[config.mk]
export PLATFORM = sky130hd
export DESIGN_NAME = key_debounce_autorepeat
export DESIGN_NICKNAME = d
export VERILOG_FILES = /design/src/kdar_pkg.sv /design/src/kdar_front.sv /design/src/kdar_fifo.sv /design/src/kdar_back.sv /design/src/key_debounce_autorepeat.sv
export VERILOG_INCLUDE_DIRS = /design/src /design/src/src
export SDC_FILE = /design/constraint.sdc
export NUM_CORES = 1
export LEC_CHECK = 0
export BUFFER_PORTS_ARGS = -buffer_cell sky130_fd_sc_hd__buf_2
export CORE_ASPECT_RATIO = 1.1
export CORE_MARGIN = 2
export CORE_UTILIZATION = 50
export CTS_CLUSTER_SIZE = 24
export DETAILED_ROUTE_END_ITERATION = 8
export GPL_ROUTABILITY_DRIVEN = 0
export GPL_TIMING_DRIVEN = 1
export PLACE_DENSITY = 0.7
export SYNTH_ARGS = -nofsm -noshare
export SYNTH_HDL_FRONTEND = slang
export SYNTH_HIERARCHICAL = 1
export SYNTH_SLANG_ARGS = --single-unit
[constraint.sdc]
create_clock -name clk -period 6.95 [get_ports clk]
set_clock_uncertainty 0.2 [all_clocks]
set_input_delay 0.695 -clock clk [delete_from_list [all_inputs] [get_ports clk]]
set_output_delay 0.695 -clock clk [all_outputs]
set_load 0.02 [all_outputs]
[src/key_debounce_autorepeat_assert.svh]
// ----------------------------------------------------------------------------
// key_debounce_autorepeat_assert
// assertion macros shared by the key debounce block
// ----------------------------------------------------------------------------
`ifndef KEY_DEBOUNCE_AUTOREPEAT_ASSERT_SVH
`define KEY_DEBOUNCE_AUTOREPEAT_ASSERT_SVH

`ifndef ASSERT_OFF

`define KDAR_ASSERT_NEVER(label, clk, rst_n, cond) \
	label: assert property (@(posedge clk) disable iff (!rst_n) !(cond)) \
		else $error("assertion failed: forbidden condition");

`define KDAR_ASSERT_IMPLIES(label, clk, rst_n, ante, cons) \
	label: assert property (@(posedge clk) disable iff (!rst_n) (ante) |-> (cons)) \
		else $error("assertion failed: implication");

`define KDAR_ASSERT_NEXT(label, clk, rst_n, ante, cons) \
	label: assert property (@(posedge clk) disable iff (!rst_n) (ante) |=> (cons)) \
		else $error("assertion failed: next cycle implication");

`else

`define KDAR_ASSERT_NEVER(label, clk, rst_n, cond)
`define KDAR_ASSERT_IMPLIES(label, clk, rst_n, ante, cons)
`define KDAR_ASSERT_NEXT(label, clk, rst_n, ante, cons)

`endif

`endif

[src/kdar_pkg.sv]
// ----------------------------------------------------------------------------
// kdar_pkg
// types and constants of the key debounce and auto-repeat block
// ----------------------------------------------------------------------------
package kdar_pkg;

	localparam int KEY_SLOTS   = 16;
	localparam int KEY_IDX_W   = 4;
	localparam int LIMIT_W     = 8;
	localparam int CFG_IDX_W   = 4;
	localparam int QUEUE_DEPTH = 2;

	localparam logic [CFG_IDX_W-1:0] REG_DEBOUNCE_LIMIT = CFG_IDX_W'(0);
	localparam logic [CFG_IDX_W-1:0] REG_REPEAT_LIMIT   = CFG_IDX_W'(1);

	localparam logic [LIMIT_W-1:0] DEBOUNCE_RESET = 8'd4;
	localparam logic [LIMIT_W-1:0] REPEAT_RESET   = 8'd100;

	typedef enum logic [1:0] {
		KIND_DOWN   = 2'd0,
		KIND_UP     = 2'd1,
		KIND_REPEAT = 2'd2
	} kind_t;

	typedef struct packed {
		logic [KEY_SLOTS-1:0]  mask;
		kind_t [KEY_SLOTS-1:0] kinds;
	} tick_rec_t;

	typedef struct packed {
		logic empty;
		logic full;
	} queue_status_t;

endpackage

[src/kdar_front.sv]
// ----------------------------------------------------------------------------
// kdar_front
// per-key hold counters and pressed flags; classifies each tick into events
// ----------------------------------------------------------------------------
module kdar_front #(
	parameter int NUM_KEYS = 16
) (
	input  logic                             clk,
	input  logic                             arst_n,
	input  logic                             accept,
	input  logic [kdar_pkg::KEY_SLOTS-1:0]   key_levels,
	input  logic                             cfg_write,
	input  logic [kdar_pkg::CFG_IDX_W-1:0]   cfg_index,
	input  logic [kdar_pkg::LIMIT_W-1:0]     cfg_data,
	output kdar_pkg::tick_rec_t              rec,
	output logic                             has_event
);
	import kdar_pkg::*;

	localparam int SCAN = (NUM_KEYS > KEY_SLOTS) ? KEY_SLOTS : NUM_KEYS;

	logic [LIMIT_W-1:0]    debounce_q;
	logic [LIMIT_W-1:0]    repeat_q;
	logic [KEY_SLOTS-1:0]  ev_mask;
	kind_t [KEY_SLOTS-1:0] ev_kind;

	always_ff @(posedge clk or negedge arst_n) begin
		if (!arst_n) begin
			debounce_q <= DEBOUNCE_RESET;
			repeat_q   <= REPEAT_RESET;
		end else if (cfg_write) begin
			case (cfg_index)
				REG_DEBOUNCE_LIMIT: debounce_q <= cfg_data;
				REG_REPEAT_LIMIT:   repeat_q   <= cfg_data;
				default: ;
			endcase
		end
	end

	for (genvar i = 0; i < KEY_SLOTS; i++) begin : g_key
		if (i < SCAN) begin : g_live
			logic [LIMIT_W-1:0] hold_q;
			logic               pressed_q;
			logic               low;
			logic [LIMIT_W-1:0] inc;
			logic               hit;

			assign low = ~key_levels[i];
			assign inc = hold_q + LIMIT_W'(1);
			assign hit = pressed_q ? (inc > repeat_q) : (inc > debounce_q);
			assign ev_mask[i] = low ? hit : pressed_q;
			assign ev_kind[i] = !low ? KIND_UP : (pressed_q ? KIND_REPEAT : KIND_DOWN);

			always_ff @(posedge clk or negedge arst_n) begin
				if (!arst_n) begin
					hold_q    <= '0;
					pressed_q <= 1'b0;
				end else if (accept) begin
					hold_q <= (low && !hit) ? inc : '0;
					if (!low)
						pressed_q <= 1'b0;
					else if (hit)
						pressed_q <= 1'b1;
				end
			end
		end else begin : g_idle
			assign ev_mask[i] = 1'b0;
			assign ev_kind[i] = KIND_DOWN;
		end
	end

	assign rec.mask  = ev_mask;
	assign rec.kinds = ev_kind;
	assign has_event = |ev_mask;

endmodule

[src/kdar_fifo.sv]
// ----------------------------------------------------------------------------
// kdar_fifo
// short queue of tick records between classification and event output
// ----------------------------------------------------------------------------
`include "key_debounce_autorepeat_assert.svh"

module kdar_fifo (
	input  logic                    clk,
	input  logic                    arst_n,
	input  logic                    push,
	input  kdar_pkg::tick_rec_t     wr_data,
	input  logic                    pop,
	output kdar_pkg::tick_rec_t     rd_data,
	output kdar_pkg::queue_status_t status
);
	import kdar_pkg::*;

	localparam int PTR_W = (QUEUE_DEPTH > 1) ? $clog2(QUEUE_DEPTH) : 1;
	localparam int CNT_W = $clog2(QUEUE_DEPTH + 1);

	tick_rec_t        mem [QUEUE_DEPTH];
	logic [PTR_W-1:0] wr_ptr_q;
	logic [PTR_W-1:0] rd_ptr_q;
	logic [CNT_W-1:0] count_q;

	function automatic logic [PTR_W-1:0] next_ptr(input logic [PTR_W-1:0] p);
		return (p == PTR_W'(QUEUE_DEPTH - 1)) ? '0 : p + PTR_W'(1);
	endfunction

	assign status.empty = (count_q == '0);
	assign status.full  = (count_q == CNT_W'(QUEUE_DEPTH));
	assign rd_data      = mem[rd_ptr_q];

	always_ff @(posedge clk) begin
		if (push)
			mem[wr_ptr_q] <= wr_data;
	end

	always_ff @(posedge clk or negedge arst_n) begin
		if (!arst_n) begin
			wr_ptr_q <= '0;
			rd_ptr_q <= '0;
			count_q  <= '0;
		end else begin
			if (push)
				wr_ptr_q <= next_ptr(wr_ptr_q);
			if (pop)
				rd_ptr_q <= next_ptr(rd_ptr_q);
			case ({push, pop})
				2'b10:   count_q <= count_q + CNT_W'(1);
				2'b01:   count_q <= count_q - CNT_W'(1);
				default: ;
			endcase
		end
	end

	`KDAR_ASSERT_NEVER(a_no_overflow, clk, arst_n, push && status.full)
	`KDAR_ASSERT_NEVER(a_no_underflow, clk, arst_n, pop && status.empty)
	`KDAR_ASSERT_NEVER(a_count_bound, clk, arst_n, count_q > CNT_W'(QUEUE_DEPTH))

endmodule

[src/kdar_back.sv]
// ----------------------------------------------------------------------------
// kdar_back
// walks the head tick record in key order, one event per cycle while out_stall is low
// ----------------------------------------------------------------------------
`include "key_debounce_autorepeat_assert.svh"

module kdar_back (
	input  logic                           clk,
	input  logic                           arst_n,
	input  kdar_pkg::tick_rec_t            head,
	input  kdar_pkg::queue_status_t        status,
	output logic                           pop,
	output logic                           out_valid,
	input  logic                           out_stall,
	output logic [1:0]                     event_kind,
	output logic [kdar_pkg::KEY_IDX_W-1:0] key_index,
	output logic                           last_event
);
	import kdar_pkg::*;

	logic [KEY_SLOTS-1:0] sent_q;
	logic                 out_valid_q;
	kind_t                kind_q;
	logic [KEY_IDX_W-1:0] idx_q;
	logic                 last_q;
	logic [KEY_SLOTS-1:0] avail;
	logic [KEY_SLOTS-1:0] pick;
	logic [KEY_SLOTS-1:0] rest;
	logic [KEY_IDX_W-1:0] idx;
	logic                 is_last;
	logic                 advance;
	logic                 load;

	function automatic logic [KEY_IDX_W-1:0] lowest(input logic [KEY_SLOTS-1:0] v);
		logic [KEY_IDX_W-1:0] r;
		r = '0;
		for (int i = KEY_SLOTS - 1; i >= 0; i--)
			if (v[i])
				r = KEY_IDX_W'(i);
		return r;
	endfunction

	assign avail   = head.mask & ~sent_q;
	assign idx     = lowest(avail);
	assign pick    = KEY_SLOTS'(1) << idx;
	assign rest    = avail & ~pick;
	assign is_last = (rest == '0);
	assign advance = !out_valid_q || !out_stall;
	assign load    = advance && !status.empty;
	assign pop     = load && is_last;

	always_ff @(posedge clk or negedge arst_n) begin
		if (!arst_n) begin
			out_valid_q <= 1'b0;
			sent_q      <= '0;
		end else begin
			if (advance)
				out_valid_q <= !status.empty;
			if (load)
				sent_q <= is_last ? '0 : (sent_q | pick);
		end
	end

	always_ff @(posedge clk) begin
		if (load) begin
			kind_q <= head.kinds[idx];
			idx_q  <= idx;
			last_q <= is_last;
		end
	end

	assign out_valid  = out_valid_q;
	assign event_kind = kind_q;
	assign key_index  = idx_q;
	assign last_event = last_q;

	`KDAR_ASSERT_IMPLIES(a_sent_in_head, clk, arst_n, !status.empty, (sent_q & ~head.mask) == '0)
	`KDAR_ASSERT_IMPLIES(a_sent_clear_empty, clk, arst_n, status.empty, sent_q == '0)
	`KDAR_ASSERT_NEXT(a_stall_holds_walk, clk, arst_n, out_valid_q && out_stall, $stable(sent_q))

endmodule

[src/key_debounce_autorepeat.sv]
// ----------------------------------------------------------------------------
// key_debounce_autorepeat
// debounce and auto-repeat for a bank of active-low keys
//
//   channel  direction  handshake             payload
//   tick     in         in_valid / in_stall   key_levels
//   event    out        out_valid / out_stall event_kind, key_index, last_event
//   config   in         cfg_valid / cfg_ready cfg_index, cfg_data
//
// a tick is taken whenever the two-entry record queue has room
// events leave one per cycle while out_stall is low, lowest key index first
// a quiet tick leaves no record in the queue
// reset clears all counters and flags and loads limits 4 and 100
// in_stall is high only while the queue is full; cfg_ready is always high
// ----------------------------------------------------------------------------
module key_debounce_autorepeat #(
	parameter int NUM_KEYS = 16
) (
	input  logic                           clk,
	input  logic                           arst_n,
	input  logic                           in_valid,
	output logic                           in_stall,
	input  logic [kdar_pkg::KEY_SLOTS-1:0] key_levels,
	output logic                           out_valid,
	input  logic                           out_stall,
	output logic [1:0]                     event_kind,
	output logic [kdar_pkg::KEY_IDX_W-1:0] key_index,
	output logic                           last_event,
	input  logic                           cfg_valid,
	output logic                           cfg_ready,
	input  logic [kdar_pkg::CFG_IDX_W-1:0] cfg_index,
	input  logic [kdar_pkg::LIMIT_W-1:0]   cfg_data
);
	import kdar_pkg::*;

	logic          accept;
	logic          has_event;
	logic          pop;
	tick_rec_t     rec;
	tick_rec_t     head;
	queue_status_t status;

	assign cfg_ready = 1'b1;
	assign in_stall  = status.full;
	assign accept    = in_valid && !status.full;

	kdar_front #(
		.NUM_KEYS(NUM_KEYS)
	) u_front (
		.clk       (clk),
		.arst_n    (arst_n),
		.accept    (accept),
		.key_levels(key_levels),
		.cfg_write (cfg_valid && cfg_ready),
		.cfg_index (cfg_index),
		.cfg_data  (cfg_data),
		.rec       (rec),
		.has_event (has_event)
	);

	kdar_fifo u_fifo (
		.clk    (clk),
		.arst_n (arst_n),
		.push   (accept && has_event),
		.wr_data(rec),
		.pop    (pop),
		.rd_data(head),
		.status (status)
	);

	kdar_back u_back (
		.clk       (clk),
		.arst_n    (arst_n),
		.head      (head),
		.status    (status),
		.pop       (pop),
		.out_valid (out_valid),
		.out_stall (out_stall),
		.event_kind(event_kind),
		.key_index (key_index),
		.last_event(last_event)
	);

endmodule
# Word level (Yosys, flattened, before mapping)
# Memories as Yosys holds them, arrays and structs flattened.
# Index checks and enable logic that the tools add are counted.
dict set report word_totals {
  register_bits 188
  ram_bits 96
  output_inout_bits 10
  elab_cells 338
  memories 1
}
# name depth word_bits rd rd_clocked_by_memory_dff wr line
set mem_list {}
lappend mem_list {u_fifo.mem 2 48 1 0 1 kdar_fifo.sv:21} ;# tick_rec_t mem [QUEUE_DEPTH];
dict set report classes {
  add_sub_neg 20
  magnitude_cmp 33
  n_eq_ne 4
  n_shift 1
  mux 136
  bitwise_logic 21
  reduce_logical 80
}
# cell count
set op_table {}
lappend op_table {{> comparator 8 bit} 32}
lappend op_table {{adder 8 x 1 -> 8 bit (second input constant)} 16}
lappend op_table {{2-to-1 mux 8 bit} 16}
lappend op_table {{2-to-1 mux 1 bit} 68}
lappend op_table {{2-to-1 mux 2 bit} 33}
lappend op_table {{2-to-1 mux 4 bit} 16}
lappend op_table {{AND reduction 2 bit} 18}
lappend op_table {{nonzero test 2 bit} 17}
lappend op_table {{AND 16 bit} 2}
lappend op_table {{inverter 16 bit} 2}
lappend op_table {{logical AND 1 bit} 20}
lappend op_table {{logical NOT 1 bit} 20}
lappend op_table {{logical NOT 16 bit} 1}
lappend op_table {{2-to-1 mux 16 bit} 1}
lappend op_table {{inverter 1 bit} 16}
lappend op_table {{bitwise OR 16 bit} 1}
lappend op_table {{OR reduction 16 bit} 1}
lappend op_table {{left shift 1 x 4 -> 16 bit (first input constant)} 1}
lappend op_table {{binary-select mux 2 bit (select 4 bit)} 1}
lappend op_table {{less-than comparator 4 x 5 -> 1 bit (second input constant)} 1}
lappend op_table {{== test 2 bit (second input constant)} 2}
lappend op_table {{== test 4 x 1 -> 1 bit (second input constant)} 1}
lappend op_table {{logical NOT 4 bit} 1}
lappend op_table {{case mux 2 bit (2 select lines)} 1}
lappend op_table {{other kinds (6)} 7}

# Longest topological paths before layout
dict set report logic_depth {
  depth_word 25
  depth_mapped 20
  ltp_nobuf 19
}

# Modules after synthesis
# Netlist, hierarchy kept.
# module n_inst cells_per_inst area_per_inst_um2 seq_area_each_um2
set modules_own_cells {}
lappend modules_own_cells {kdar_front 1 1605 14290.0 4008.8}
lappend modules_own_cells {kdar_fifo 1 165 3693.5 2982.9}
lappend modules_own_cells {kdar_back 1 231 2135.8 635.6}
lappend modules_own_cells {key_debounce_autorepeat 1 4 26.3 0.0}

# Worst setup path after synthesis
# No wires, ideal clock.
dict set report synth_timing {
  path_kind {reg2reg}
  startpoint {register u_front.g_key[0].g_live.hold_q[0]}
  endpoint {memory u_fifo/mem[0][0] in the netlist's numbering (enable)}
  setup_time_ns 0.454
  arrival_ns 4.802
  required_time_ns 6.296
  slack_ns 1.494
  stages_incl_launch_ff 18
  path_cell_list {dfrtp_1 -> ha_1 -> and3_1 -> nand3_1 -> xnor2_1 -> ha_1 -> and4_1 -> a21oi_1 -> o21ai_0 -> a21oi_1 -> a211o_1 -> buf_6 -> a21boi_0 -> nor3_1 -> nand3_1 -> and3b_1 -> inv_1 -> nor2_1}
}
# element line
set synth_lines {}
lappend synth_lines {{start: declaration} kdar_front.sv:42} ;# logic [LIMIT_W-1:0] hold_q;
lappend synth_lines {{start signal: assignment} kdar_front.sv:59} ;# hold_q <= (low && !hit) ? inc : '0;
lappend synth_lines {{end: declaration} kdar_fifo.sv:21}

==> impl_metrics.ini <==
[timing]
worst-slew-pin-transition_ns = 1.181
finalHoldWorstSlack_ns = -0.01116
setup_repair_after_global_routing_missed_its_margin = no
setup_tns_ns = 0
final_report_hold_violation_count = 22
maxClockFrequency_mhz = 184.5
finalMaxSlewViolations = 0
max_slew_margin_pct = 21.27
post-route-period-util_pct = 78.00
fin_crit_ns = 5.421
setup-violations-final = 0

[clock_network]
postCtsHoldBufs = 0
clock_tree_buffer_depth = 3
clk_root_buffer_cell = sky130_fd_sc_hd__clkbuf_16
cts.repair.resized = 0
cts.clk_slew.worst_paths_ns = 0.06
postCtsSetupRepairBufs = 0
clk-insertion-delay-late_ns = 0.55
cts_inserted_buffers = 35
cts_tree = built
cts.htree.levels = 2
clock_sink_count = 284

[power_and_ir_drop]
netSwitchingPower_w = 0.003613
leakage_power_of_the_design_nw = 9.455
pwr-share-seq_pct = 30.4
vdd.ir_drop.worst_mv = 0.2289
p_int_w = 0.004881
power.combinational.fraction_pct = 47.6
power_density_nw_per_um2 = 386.8
clkPwrFrac_pct = 22.0
power.share.switching_pct = 42.53

[die]
floorplan.rows = 77
ios = 43
design.core.area_um2 = 39980
die_w_um = 195.4
die_h_um = 214.5
dieArea_um2 = 41920
start_util_pct = 50.39

[global_route]
maximum_number_of_pins_on_one_net_before_global_route_repair = 197
gr-usage-all-layers_pct = 24.92
grt_overflow_total = 0
first_global_vias = 15640
grt_pass1_wl_mm = 82.68
grt_antenna_before_repair = 1

[flow_run]
max_cap_violations = 0

[detailed_routing]
drt_drc_violations_left = 0
route.detailed.vias_per_inst = 6.125
antenna_left = 0
drt-pass1-iter-count = 5
route.vias.total = 15767
routedWlPerCell_um = 20.11
dr.first_iter.drc_count = 1161
route.final.wire_length_mm = 51.76

[cells_and_area]
layout.cell_area.non_filler_um2 = 21960
num-fill-cells = 3475
final_cell_mix = sky130_fd_sc_hd__ha_1 (273), sky130_fd_sc_hd__nand2_1 (180), sky130_fd_sc_hd__dfrtp_1 (176), sky130_fd_sc_hd__a21oi_1 (165), sky130_fd_sc_hd__o21ai_0 (115)
drive_gt1_share_pct = 12.09
num-nets-final = 2340
area_overhead_vs_synth_pct = 9.006
utilization_pct = 54.92
final_common_cell = sky130_fd_sc_hd__ha_1

[setup_path]
slowest_stage = sky130_fd_sc_hd__nor2_4
r2r_setup_slack_ns = 1.53
cp.required_ns = 6.99
timing.reg2reg.worst_path_depth = 16
worst_setup_path_start_kind = register
setup.worst_path.class = register to register
worstPathBufferInverterCount = 2
path_delay_family = simple AND/OR/NAND/NOR gates
worstPathCellList = ha_1 -> nand3_1 -> nor2_1 -> xor2_1 -> ha_1 -> nand4_1 -> a21oi_1 -> a211oi_2 -> o211ai_2 -> a21boi_0 -> nor4_2 -> nand3_1 -> and3b_1 -> inv_1 -> nor2_4 -> buf_4
worst_reg2reg_endpoint = u_fifo/mem[0][40]$_DFFE_PP_
worstPathArrival_ns = 5.46
largest_fanout_on_the_critical_path = 39
timing.critical_path.slowest_cell_delay_ns = 0.87
regToRegStartpoint = u_front/g_key[13].g_live.hold_q[0]$_DFFE_PN0P_
crit_path_end_kind = register

[logic_synthesis]
yosysTopAreaCellShare_pct = 21.99
synth_seq_cells = 284
synthesis.instances = 2005
yosys.cell_types.count = 93
synth_fp_nets = 2311
synthAdderAreaFrac_pct = 16.96
synth.cell_area_um2 = 20150
synth_seq_area_share_pct = 37.86
synth-edff-count = 103
synth_xor_xnor_area_share_pct = 4.261
syn-mean-instance-area_um2 = 10.05
synth-main-ff-cell = sky130_fd_sc_hd__dfrtp_1
largest_area_contributor_in_the_synthesized_netlist = sky130_fd_sc_hd__dfrtp_1
synth_warnings = 6
synth.area.mux_share_pct = 4.217
synth_compound_gate_area_share_pct = 17.80
synth.area.top_cells = sky130_fd_sc_hd__dfrtp_1 (22%), sky130_fd_sc_hd__ha_1 (17%), sky130_fd_sc_hd__edfxtp_1 (15%)
synth_top_family_by_area = compound AO/OA/AOI/OAI gates
postSynth.asyncResetShare_pct = 63.73
post_synth_and_or_nand_nor_area_fraction_pct = 15.35

[run_status]
failing_checks = negative hold slack
run_status = finished with violations

[hold_path]
min-delay-path-class = primary input to async pin

[placement]
placedInstanceArea_um2 = 20770
dpl.hpwl_mm = 36.08
port_buffers = 41
==> sequential cells by signal, summed over array words and instances (netlist names) <==
signal / count
u_back/event_kind: 2
u_back/key_index: 4
u_back/last_event: 1
u_back/out_valid: 1
u_back/sent_q: 16
u_fifo/count_q: 2
u_fifo/mem: 96
u_fifo/rd_ptr_q: 1
u_fifo/wr_ptr_q: 1
u_front/debounce_q: 8
u_front/g_key.g_live.hold_q: 128
u_front/g_key.g_live.pressed_q: 16
u_front/repeat_q: 8
==> per-layer routing <==
metal / vias up / part of all wire [%] / track usage (%)
met3: 134 / 5.8 / 4.011
met2: 503 / 47 / 41.08
li1: 7544 / - / -
met1: 7586 / 43 / 32.01
met5: - / 0 / 0
met4: 0 / 4.2 / 11.96
==> synth_stat cells (all sizes together) (6+ instances only) <==
master   instances
inv             85
a31oi           19
dfrtp          177
nor2            87
nand2b          24
a21boi          10
nand4           62
nor4             6
and3            28
o21a             7
edfxtp         103
a21oi          170
o211ai          38
o22ai            8
a211oi          15
xor2            25
nor3            18
nor3b            7
ha             273
a21o            24
o2bb2ai         45
nand2          180
o21ai          121
or2              8
nor2b           57
o31ai           16
clkbuf          27
buf             38
mux2            57
and4             7
nand3          108
mux2i           17
xnor2           73
==> worst max path at each step <==
| stage | start | endpoint | cells past startpoint |
|---|---|---|---|
| after floorplan | u_front/g_key[0].g_live.hold_q[0]$_DFFE_PN0P_ | u_fifo/mem[0][0]$_DFFE_PP_ | 17 |
| after CTS | u_front/g_key[13].g_live.hold_q[0]$_DFFE_PN0P_ | u_fifo/mem[0][40]$_DFFE_PP_ | 16 |
| after global placement | u_front/debounce_q[1]$_DFFE_PN0P_ | u_fifo/mem[0][41]$_DFFE_PP_ | 14 |
| after detailed placement | u_front/g_key[13].g_live.hold_q[0]$_DFFE_PN0P_ | u_fifo/mem[0][41]$_DFFE_PP_ | 16 |
| after global routing | u_front/g_key[13].g_live.hold_q[0]$_DFFE_PN0P_ | u_fifo/mem[0][40]$_DFFE_PP_ | 16 |
| final | u_front/g_key[13].g_live.hold_q[0]$_DFFE_PN0P_ | u_fifo/mem[0][40]$_DFFE_PP_ | 16 |
==> worst reg2reg max path: cells and delay by family (launching register included) <==
family / cells / cell delay, ns
and+or+nand+nor: 7 / 1.80
DFF: 1 / 0.44
buffers and inverters: 2 / 0.47
adders and majority gates: 2 / 0.47
AOI/OAI and AO/OA: 4 / 1.46
xor gates and xnor gates: 1 / 0.28
==> per-stage QoR <==
stage | setup WS (ns) | cells | hold WS (ns) | power (W)
global route | 1.148 | 2574 | 0.04569 | 0.009064
finish | 1.529 | 2574 | -0.01116 | 0.008494
CTS | 1.617 | 2573 | 0.0001033 | 0.008477
global placement | 1.696 | 2510 | 0.2760 | 0.006427
floorplan | 1.494 | 2005 | 0.1994 | 0.005492
detailed placement | 1.634 | 2510 | 0.2912 | 0.006569
==> cell type report <==
| type | instances | area [um2] | area share (%) |
|---|---|---|---|
| Timing Repair Buffer | 57 | 346.6 | 1.578 |
| Inverter | 85 | 321.6 | 1.464 |
| Antenna cell | 1 | 2.502 | 0.01140 |
| Clock buffer | 51 | 1059 | 4.820 |
| Tap cell | 513 | 641.9 | 2.923 |
| Sequential cell | 284 | 7629 | 34.74 |
| Multi-Input combinational cell | 1571 | 11830 | 53.86 |
| Clock inverter | 12 | 132.6 | 0.6040 |
==> power by group through the flow <==
stage | Clock (W) | Combinational, W | Sequential, W
global placement | 0 | 0.00384 | 0.00259
floorplan | 0 | 0.00298 | 0.00251
CTS | 0.00191 | 0.00399 | 0.00258
global route | 0.00197 | 0.00446 | 0.00264
finish | 0.00187 | 0.00405 | 0.00258
detailed placement | 0 | 0.00396 | 0.00260
==> kinds of logic after synthesis <==
kind of cell    after synthesis
simple gates                601
compound gates              524
flops                       284
fa+ha+maj                   273
buf+inv                     150
xor+xnor                     98
mux                          74
other cells                   1
No activity file was read; power rests on OpenSTA's default activity.
